File: src/rtl/etpr_pkg.sv
// shared types and constants for the envelope triggered pitch ramp
package etpr_pkg;

    localparam int SAMPLE_W   = 16;
    localparam int TUNE_FRAC  = 24;
    localparam int TUNE_W     = TUNE_FRAC + 1;
    localparam int ENV_W      = SAMPLE_W + 1;
    localparam int COEF_W     = 17;
    localparam int RANGE_W    = 18;
    localparam int RATIO_W    = 19;
    localparam int CFG_IDX_W  = 3;
    localparam int CFG_DATA_W = 25;

    localparam logic [COEF_W-1:0] ONE_Q16  = {1'b1, 16'h0000};
    localparam logic [TUNE_W-1:0] TUNE_ONE = {1'b1, {TUNE_FRAC{1'b0}}};
    localparam logic [TUNE_W-1:0] TUNE_MAX = '1;

    // register indexes of the configuration port
    typedef enum logic [CFG_IDX_W-1:0] {
        CFG_MODE,
        CFG_ENV_COEF,
        CFG_THRESHOLD,
        CFG_ATTACK,
        CFG_DECAY,
        CFG_RANGE,
        CFG_WHAMMY
    } cfg_index_t;

    typedef struct packed {
        logic                mode;
        logic [COEF_W-1:0]   env_coef;
        logic [ENV_W-1:0]    threshold;
        logic [TUNE_W-1:0]   attack_step;
        logic [TUNE_W-1:0]   decay_step;
        logic [RANGE_W-1:0]  pitch_range;
        logic [COEF_W-1:0]   whammy;
    } cfg_t;

    // ramp amount in use and the stage reported with it
    typedef struct packed {
        logic [TUNE_W-1:0] level;
        logic [1:0]        stage;
    } ramp_t;

endpackage

File: src/rtl/etpr_if.sv
// item channels: stereo sample pair in, ramp result out
interface etpr_in_if import etpr_pkg::*; ();
    logic                       valid;
    logic                       ready;
    logic signed [SAMPLE_W-1:0] left_sample;
    logic signed [SAMPLE_W-1:0] right_sample;

    modport source (output valid, left_sample, right_sample, input ready);
    modport sink   (input valid, left_sample, right_sample, output ready);
endinterface

interface etpr_out_if import etpr_pkg::*; ();
    logic                       valid;
    logic                       ready;
    logic signed [SAMPLE_W-1:0] mono_sample;
    logic [TUNE_W-1:0]          ramp_level;
    logic [RATIO_W-1:0]         pitch_ratio;
    logic [1:0]                 ramp_stage;

    modport source (output valid, mono_sample, ramp_level, pitch_ratio, ramp_stage,
                    input ready);
    modport sink   (input valid, mono_sample, ramp_level, pitch_ratio, ramp_stage,
                    output ready);
endinterface

File: src/rtl/etpr_ramp_ctrl.sv
// envelope follower and four stage tune ramp controller
module etpr_ramp_ctrl import etpr_pkg::*; (
    input  logic                       clk,
    input  logic                       rst_n,
    input  logic                       step,
    input  cfg_t                       cfg,
    input  logic signed [SAMPLE_W-1:0] left,
    input  logic signed [SAMPLE_W-1:0] right,
    output ramp_t                      ramp
);

    typedef enum logic [1:0] {
        ST_IDLE,
        ST_RISE,
        ST_HOLD,
        ST_FALL
    } stage_t;

    logic [ENV_W-1:0]  env_reg, env_next;
    logic [TUNE_W-1:0] tune_reg, tune_next;
    stage_t            stage_reg, stage_next;

    logic signed [ENV_W-1:0]   left_ext, right_ext;
    logic [ENV_W-1:0]          left_mag, right_mag, mag_sum;
    logic [COEF_W-1:0]         coef;
    logic signed [ENV_W:0]     env_diff;
    logic signed [COEF_W:0]    coef_s;
    logic signed [2*ENV_W+1:0] env_prod, env_round, env_shift;
    logic signed [ENV_W:0]     env_dec;
    logic                      idle_lvl, hold_lvl, rise_lvl;
    logic [TUNE_W:0]           tune_add;
    logic [ENV_W+1:0]          thr_x3;

    assign left_ext  = {left[SAMPLE_W-1], left};
    assign right_ext = {right[SAMPLE_W-1], right};
    assign left_mag  = left_ext[ENV_W-1]  ? ENV_W'(-left_ext)  : ENV_W'(left_ext);
    assign right_mag = right_ext[ENV_W-1] ? ENV_W'(-right_ext) : ENV_W'(right_ext);
    assign mag_sum   = left_mag + right_mag;

    // one pole release written as env + (sum - env) * coef
    assign coef      = (cfg.env_coef > ONE_Q16) ? ONE_Q16 : cfg.env_coef;
    assign env_diff  = $signed({1'b0, mag_sum}) - $signed({1'b0, env_reg});
    assign coef_s    = $signed({1'b0, coef});
    assign env_prod  = env_diff * coef_s;
    assign env_round = env_prod + $signed((2*ENV_W+2)'(32768));
    assign env_shift = env_round >>> 16;
    assign env_dec   = $signed({1'b0, env_reg}) + env_shift[ENV_W:0];
    assign env_next  = (mag_sum > env_reg) ? mag_sum : env_dec[ENV_W-1:0];

    assign thr_x3   = {2'b00, cfg.threshold} + {1'b0, cfg.threshold, 1'b0};
    assign idle_lvl = {env_next, 1'b0} <= {1'b0, cfg.threshold};
    assign hold_lvl = {env_next, 2'b00} < thr_x3;
    assign rise_lvl = env_next >= cfg.threshold;

    // stage changes chain within one item
    always_comb
    begin
        stage_next = stage_reg;
        tune_next  = tune_reg;
        tune_add   = '0;
        if (idle_lvl)
        begin
            stage_next = ST_IDLE;
            tune_next  = '0;
        end
        if (stage_next == ST_IDLE && rise_lvl)
        begin
            stage_next = ST_RISE;
        end
        if (stage_next == ST_RISE)
        begin
            tune_add  = {1'b0, tune_next} + {1'b0, cfg.attack_step};
            tune_next = tune_add[TUNE_W] ? TUNE_MAX : tune_add[TUNE_W-1:0];
            if (tune_next >= TUNE_ONE)
            begin
                stage_next = ST_HOLD;
            end
        end
        if (stage_next == ST_HOLD && hold_lvl)
        begin
            stage_next = ST_FALL;
        end
        if (stage_next == ST_FALL)
        begin
            if (cfg.decay_step >= tune_next)
            begin
                tune_next  = '0;
                stage_next = ST_IDLE;
            end
            else
            begin
                tune_next = tune_next - cfg.decay_step;
            end
        end
    end

    // manual mode freezes envelope, tune and stage
    always_ff @(posedge clk or negedge rst_n)
    begin
        if (!rst_n)
        begin
            env_reg   <= '0;
            tune_reg  <= '0;
            stage_reg <= ST_IDLE;
        end
        else if (step && !cfg.mode)
        begin
            env_reg   <= env_next;
            tune_reg  <= tune_next;
            stage_reg <= stage_next;
        end
    end

    always_comb
    begin
        if (cfg.mode)
        begin
            ramp.level = {cfg.whammy, {(TUNE_FRAC-16){1'b0}}};
            ramp.stage = stage_reg;
        end
        else
        begin
            ramp.level = tune_next;
            ramp.stage = stage_next;
        end
    end

    a_idle_no_tune: assert property (@(posedge clk) disable iff (!rst_n)
        stage_reg == ST_IDLE |-> tune_reg == '0)
        else $error("idle stage with nonzero tune");

    a_hold_full_tune: assert property (@(posedge clk) disable iff (!rst_n)
        stage_reg == ST_HOLD |-> tune_reg >= TUNE_ONE)
        else $error("hold stage below full tune");

    a_fall_nonzero: assert property (@(posedge clk) disable iff (!rst_n)
        stage_reg == ST_FALL |-> tune_reg != '0)
        else $error("falling stage with zero tune");

endmodule

File: src/rtl/envelope_triggered_pitch_ramp.sv
// an accepted stereo item passes the input, middle and output registers to become its result item
// throughput: one item per cycle while the output is not stalled; the envelope, tune and stage update
//   of one item completes as it moves from the input register to the middle register
// the ratio multiply sits in its own stage between the middle and output registers
// reset: rst_n clears valids, envelope, tune and stage, and loads register defaults
// stalled output backs up the three registers in turn; stereo.ready drops once all three are full
module envelope_triggered_pitch_ramp import etpr_pkg::*; (
    input  logic                  clk,
    input  logic                  rst_n,
    input  logic                  cfg_we,
    input  logic [CFG_IDX_W-1:0]  cfg_index,
    input  logic [CFG_DATA_W-1:0] cfg_data,
    etpr_in_if.sink               stereo,
    etpr_out_if.source            result
);

    // configuration registers
    cfg_t cfg_reg, cfg_next;

    // input register
    logic                       a_valid_reg;
    logic signed [SAMPLE_W-1:0] a_left_reg, a_right_reg;

    // middle register: mono mix and ramp result of the item
    logic                       m_valid_reg;
    logic signed [SAMPLE_W-1:0] m_mono_reg;
    ramp_t                      m_ramp_reg;

    // output register
    logic                       o_valid_reg;
    logic signed [SAMPLE_W-1:0] o_mono_reg;
    ramp_t                      o_ramp_reg;
    logic [RATIO_W-1:0]         o_ratio_reg;

    logic  out_free, mid_free, in_free, step;
    ramp_t ramp;

    logic signed [SAMPLE_W:0]   lr_sum;
    logic signed [SAMPLE_W-1:0] mono;

    logic                         range_up;
    logic [RANGE_W-1:0]           range_one;
    logic [RANGE_W-1:0]           range_diff;
    logic [RANGE_W+TUNE_W-1:0]    ratio_prod;
    logic [RANGE_W+TUNE_W:0]      ratio_round;
    logic [RANGE_W+1:0]           ratio_m;
    logic [RANGE_W+2:0]           ratio_up;
    logic [RATIO_W-1:0]           ratio;

    // register writes; the user must write only while no item is in flight, the block does not enforce it
    always_comb
    begin
        cfg_next = cfg_reg;
        if (cfg_we)
        begin
            case (cfg_index_t'(cfg_index))
                CFG_MODE:      cfg_next.mode        = cfg_data[0];
                CFG_ENV_COEF:  cfg_next.env_coef    = cfg_data[COEF_W-1:0];
                CFG_THRESHOLD: cfg_next.threshold   = cfg_data[ENV_W-1:0];
                CFG_ATTACK:    cfg_next.attack_step = cfg_data[TUNE_W-1:0];
                CFG_DECAY:     cfg_next.decay_step  = cfg_data[TUNE_W-1:0];
                CFG_RANGE:     cfg_next.pitch_range = cfg_data[RANGE_W-1:0];
                CFG_WHAMMY:    cfg_next.whammy      = cfg_data[COEF_W-1:0];
                default:       cfg_next = cfg_reg;
            endcase
        end
    end

    always_ff @(posedge clk or negedge rst_n)
    begin
        if (!rst_n)
        begin
            cfg_reg.mode        <= 1'b0;
            cfg_reg.env_coef    <= COEF_W'(655);
            cfg_reg.threshold   <= ENV_W'(3277);
            cfg_reg.attack_step <= TUNE_W'(1748);
            cfg_reg.decay_step  <= TUNE_W'(1748);
            cfg_reg.pitch_range <= RANGE_W'(73562);
            cfg_reg.whammy      <= '0;
        end
        else
        begin
            cfg_reg <= cfg_next;
        end
    end

    // stall chain: each register takes a new item when empty or when it drains
    assign out_free     = !o_valid_reg || result.ready;
    assign mid_free     = !m_valid_reg || out_free;
    assign in_free      = !a_valid_reg || mid_free;
    assign stereo.ready = in_free;

    // the controller state advances exactly when an item leaves the input register, unless manual mode is set
    assign step = a_valid_reg && mid_free;

    etpr_ramp_ctrl u_ctrl (
        .clk   (clk),
        .rst_n (rst_n),
        .step  (step),
        .cfg   (cfg_reg),
        .left  (a_left_reg),
        .right (a_right_reg),
        .ramp  (ramp)
    );

    // floor of the average always fits full scale, so no clamp is needed
    assign lr_sum = {a_left_reg[SAMPLE_W-1], a_left_reg} + {a_right_reg[SAMPLE_W-1], a_right_reg};
    assign mono   = lr_sum[SAMPLE_W:1];

    // ratio = 1 + (range - 1) * use, magnitude rounded half up then signed, clamped to the RATIO_W range
    assign range_one   = RANGE_W'(ONE_Q16);
    assign range_up    = cfg_reg.pitch_range >= range_one;
    assign range_diff  = range_up ? (cfg_reg.pitch_range - range_one)
                                  : (range_one - cfg_reg.pitch_range);
    assign ratio_prod  = range_diff * m_ramp_reg.level;
    assign ratio_round = {1'b0, ratio_prod} + (RANGE_W+TUNE_W+1)'(TUNE_ONE >> 1);
    assign ratio_m     = ratio_round[RANGE_W+TUNE_W:TUNE_FRAC];
    assign ratio_up    = (RANGE_W+3)'(ONE_Q16) + {1'b0, ratio_m};

    always_comb
    begin
        if (range_up)
        begin
            ratio = (ratio_up > (RANGE_W+3)'({RATIO_W{1'b1}})) ? '1
                                                                : ratio_up[RATIO_W-1:0];
        end
        else if (ratio_m < (RANGE_W+2)'(ONE_Q16))
        begin
            ratio = RATIO_W'(ONE_Q16) - ratio_m[RATIO_W-1:0];
        end
        else
        begin
            ratio = '0;
        end
    end

    // valid bits
    always_ff @(posedge clk or negedge rst_n)
    begin
        if (!rst_n)
        begin
            a_valid_reg <= 1'b0;
            m_valid_reg <= 1'b0;
            o_valid_reg <= 1'b0;
        end
        else
        begin
            if (in_free)
            begin
                a_valid_reg <= stereo.valid;
            end
            if (mid_free)
            begin
                m_valid_reg <= a_valid_reg;
            end
            if (out_free)
            begin
                o_valid_reg <= m_valid_reg;
            end
        end
    end

    // payload registers
    always_ff @(posedge clk)
    begin
        if (in_free && stereo.valid)
        begin
            a_left_reg  <= stereo.left_sample;
            a_right_reg <= stereo.right_sample;
        end
        if (step)
        begin
            m_mono_reg <= mono;
            m_ramp_reg <= ramp;
        end
        if (out_free && m_valid_reg)
        begin
            o_mono_reg  <= m_mono_reg;
            o_ramp_reg  <= m_ramp_reg;
            o_ratio_reg <= ratio;
        end
    end

    assign result.valid       = o_valid_reg;
    assign result.mono_sample = o_mono_reg;
    assign result.ramp_level  = o_ramp_reg.level;
    assign result.pitch_ratio = o_ratio_reg;
    assign result.ramp_stage  = o_ramp_reg.stage;

endmodule
File: src/flat_wrapper.sv
// flat-port wrapper written by rule: the top's interface ports become plain ports
module envelope_triggered_pitch_ramp_flat import etpr_pkg::*;
  (clk, rst_n, cfg_we, cfg_index, cfg_data, stereo_valid, stereo_left_sample, stereo_right_sample, stereo_ready, result_valid, result_mono_sample, result_ramp_level, result_pitch_ratio, result_ramp_stage, result_ready);
  etpr_in_if stereo_i ();
  etpr_out_if result_i ();
  input  logic clk;
  input  logic rst_n;
  input  logic cfg_we;
  input  logic [CFG_IDX_W-1:0] cfg_index;
  input  logic [CFG_DATA_W-1:0] cfg_data;
  input wire logic [$bits(stereo_i.valid)-1:0] stereo_valid;
  input wire logic [$bits(stereo_i.left_sample)-1:0] stereo_left_sample;
  input wire logic [$bits(stereo_i.right_sample)-1:0] stereo_right_sample;
  output wire logic [$bits(stereo_i.ready)-1:0] stereo_ready;
  output wire logic [$bits(result_i.valid)-1:0] result_valid;
  output wire logic [$bits(result_i.mono_sample)-1:0] result_mono_sample;
  output wire logic [$bits(result_i.ramp_level)-1:0] result_ramp_level;
  output wire logic [$bits(result_i.pitch_ratio)-1:0] result_pitch_ratio;
  output wire logic [$bits(result_i.ramp_stage)-1:0] result_ramp_stage;
  input wire logic [$bits(result_i.ready)-1:0] result_ready;
  assign stereo_i.valid = stereo_valid;
  assign stereo_i.left_sample = stereo_left_sample;
  assign stereo_i.right_sample = stereo_right_sample;
  assign stereo_ready = stereo_i.ready;
  assign result_valid = result_i.valid;
  assign result_mono_sample = result_i.mono_sample;
  assign result_ramp_level = result_i.ramp_level;
  assign result_pitch_ratio = result_i.pitch_ratio;
  assign result_ramp_stage = result_i.ramp_stage;
  assign result_i.ready = result_ready;
  envelope_triggered_pitch_ramp u_core (.clk(clk), .rst_n(rst_n), .cfg_we(cfg_we), .cfg_index(cfg_index), .cfg_data(cfg_data), .stereo(stereo_i), .result(result_i));
endmodule
File: config.mk
export PLATFORM = sky130hd
export DESIGN_NAME = envelope_triggered_pitch_ramp_flat
export DESIGN_NICKNAME = d
export VERILOG_FILES = /design/src/rtl/etpr_pkg.sv /design/src/rtl/etpr_if.sv /design/src/rtl/etpr_ramp_ctrl.sv /design/src/rtl/envelope_triggered_pitch_ramp.sv /design/src/flat_wrapper.sv
export SDC_FILE = /design/constraint.sdc
export NUM_CORES = 2
export LEC_CHECK = 0
export BUFFER_PORTS_ARGS = -buffer_cell sky130_fd_sc_hd__buf_2
export CORE_MARGIN = 2
export CORE_UTILIZATION = 30
export DETAILED_ROUTE_END_ITERATION = 8
export PLACE_DENSITY_LB_ADDON = 0.12
export SYNTH_ARGS = -nofsm -noshare
export SYNTH_HDL_FRONTEND = slang
export SYNTH_SLANG_ARGS = --single-unit
File: constraint.sdc
create_clock -name clk -period 23.1 [get_ports clk]
set_input_delay 1.155 -clock clk [delete_from_list [all_inputs] [get_ports clk]]
set_output_delay 1.155 -clock clk [all_outputs]
set_load 0.01 [all_outputs]
==> metrics.txt <==
max reg flops 120; synthesized area 45700 um2; Layout fillers 15800; worst slew pin tran 1.14 ns; Critical R2R Capture u_core.m_ramp_reg[1]; total number of vias 34600; count leader, synth inv_1; cell taking the most area after synthesis fa_1; H-tree depth 2; CP Max Fanout 28; post-synthesis cell count 4979; register area share after synthesis 18.3%; routability cong. 0.901; outcome finished, final reports clean; Fmax achieved 46.8 MHz; # rows 143; Detailed Route Iter0 Violations 1907; 1st-pass router iterations 5; ANT nets after route 0; number of global-route vias before repair 36600; WP buf/inv 4; core area 152000 um2; area of the multi-input gates 33500 um2; Synth warnings 0; Hold Violations, Final 0; Req. time, crit path 23.45 ns; Die H 394 um; Crit path max-delay family compound AO/OA/AOI/OAI gates; CP endpoint kind flip-flop; Post-synth top flop edfxtp_1; minimum clock period after layout 21.37 ns; drt drc 0; HP Start u_core.m_mono_reg[14]; hold endpoint u_core.result.mono_sample[14]; r2r worst-path depth 83; Synth top area share 29.1%; EDFF count, synth 137; DIE AREA 155000 um2; critical path arrival 21.72 ns; asr flop ratio synth 54.9%; Max Slew Vio Count 0; Sink Count 304; global-route wire length before repair 231000 um; Clock Skew 0.0390 ns; worst hold path class flip-flop to flip-flop; final setup violating endpoints 0; PortBufs 128; share of cells above drive strength 1 9.78%; total of max-cap violations 0; TritonCTS Buffers 41; Max-slew headroom 23.1%; setup total negative slack 0 ns; hold-critical path depth 0; CTS root buf clkbuf_16; CTS tree done; Clock Tree Buf Depth 3; Crit Path Category flip-flop to flip-flop; Setup crit start kind flip-flop; most frequent cells after synthesis 885 x inv_1, 665 x fa_1, 638 x nand2_1, 432 x ha_1, 330 x nor2_1; GR Util All Layers 19.4%; clock-pin slew on the worst setup and hold paths 0.06 ns; area growth from synthesis to layout 10.4%; final WL 149000 um; Register Area 8340 um2; Synth area leaders fa_1 29%, ha_1 12%, edfxtp_1 9.0%, inv_1 7.3%, dfrtp_1 7.2%; largest net degree at the start of global routing 73; die width 394 um; global route overflow 0; initial antenna violation count 13; Syn Nets 6141; I/O pins 129; Reg-to-Reg Start u_core.a_right_reg[1]; number of synthesized register bits 304; DP Wirelength 117000 um; wire per inst 21.0 um; Post-Syn Area per Cell 9.17 um2; Max stage delay cell, worst path o311ai_0; vias per cell 4.86; Clock Latency Late Sink 0.63 ns; RSZ-0062 raised after global routing false; CP dominant cell by count ha_1; Unique masters post-synth 96; Final nets 6210; R2R setup slack 1.73 ns; Initial Utilization 30.1%; Largest stage delay, worst path 0.83 ns; Final period util 92.5%
[worst max-delay path by stage]
stage,slack [ns],endpoint,cells past startpoint,startpoint
after global placement,1.64,u_core.m_ramp_reg[19],85,u_core.a_right_reg[1]
after detailed placement,1.12,u_core.m_ramp_reg[20],86,u_core.a_right_reg[1]
after CTS,0.98,u_core.m_ramp_reg[20],86,u_core.a_right_reg[1]
final,1.73,u_core.m_ramp_reg[1],83,u_core.a_right_reg[1]
after floorplan,4.61,u_core.m_ramp_reg[22],93,u_core.a_right_reg[1]
after global routing,0.05,u_core.m_ramp_reg[18],87,u_core.a_right_reg[1]
[per-stage QoR]
stage / hold WS [ns] / worst slack [ns] / instances / util (%) / area, um2
5_1_grt: 0.424 / 0.0505 / 7111 / 33.3 / 50400
2_1_floorplan: 0.400 / 4.61 / 4979 / - / 45700
6_report: 0.416 / 1.73 / 7113 / 33.3 / 50400
4_1_cts: 0.418 / 0.983 / 7111 / 33.3 / 50400
3_5_place_dp: 0.405 / 1.12 / 7035 / 32.4 / 49000
3_3_place_gp: 0.403 / 1.64 / 7035 / 32.4 / 49000
[logic make-up after synthesis]
kind of cell | count (synthesis) | share of synthesized area (%)
compound gates | 726 | 10.5
xor+xnor | 212 | 4.07
fa+ha+maj | 1097 | 41.0
buf+inv | 1079 | 8.92
flops | 304 | 18.3
mux | 115 | 2.79
simple gates | 1446 | 14.5
[worst reg2reg max path, delay by kind of cell (launching register included)]
family	cells	cell delay, ns
mux	1	0.32
buf+inv	4	0.34
simple gates	20	4.09
fa+ha+maj	14	5.34
compound gates	41	9.63
xor+xnor	3	0.97
flops	1	0.42
[routing by layer]
layer,up-vias,global-route usage (%),routed length (um)
met3,139,2.39,7050
met5,-,0,20
met1,17500,27.1,69800
met4,4,3.73,2890
li1,16100,-,-
met2,788,32.2,69500
[repair_timing]
action                     4_1_cts  5_1_grt
setup buffers                    0        0
hold buffers                     0        0
setup endpoints to repair        0       39
gates resized for setup          0        5
hold endpoints to repair         0        0
[placed cells by master (no fill, tap or decap), drive strengths merged, types with 134 or more instances in the layout]
| cell | instances |
|---|---|
| inv | 888 |
| buf | 217 |
| and2 | 134 |
| o21ai | 173 |
| edfxtp | 137 |
| nor2 | 330 |
| a21oi | 190 |
| xnor2 | 148 |
| nand2 | 638 |
| ha | 432 |
| fa | 665 |
[cell type report]
type                    instances  area share, %
flip-flops and latches        304           16.5
diodes                          2        0.00992
repair buffers                218           2.63
clock buffers                  49           2.18
clock inverters                27          0.516
well taps                    2030           5.04
multi-input cells            3596           66.5
inverters                     887           6.60
Power is not shown: default switching activity piles up to over one toggle a cycle in this logic, so the estimate is an artifact.
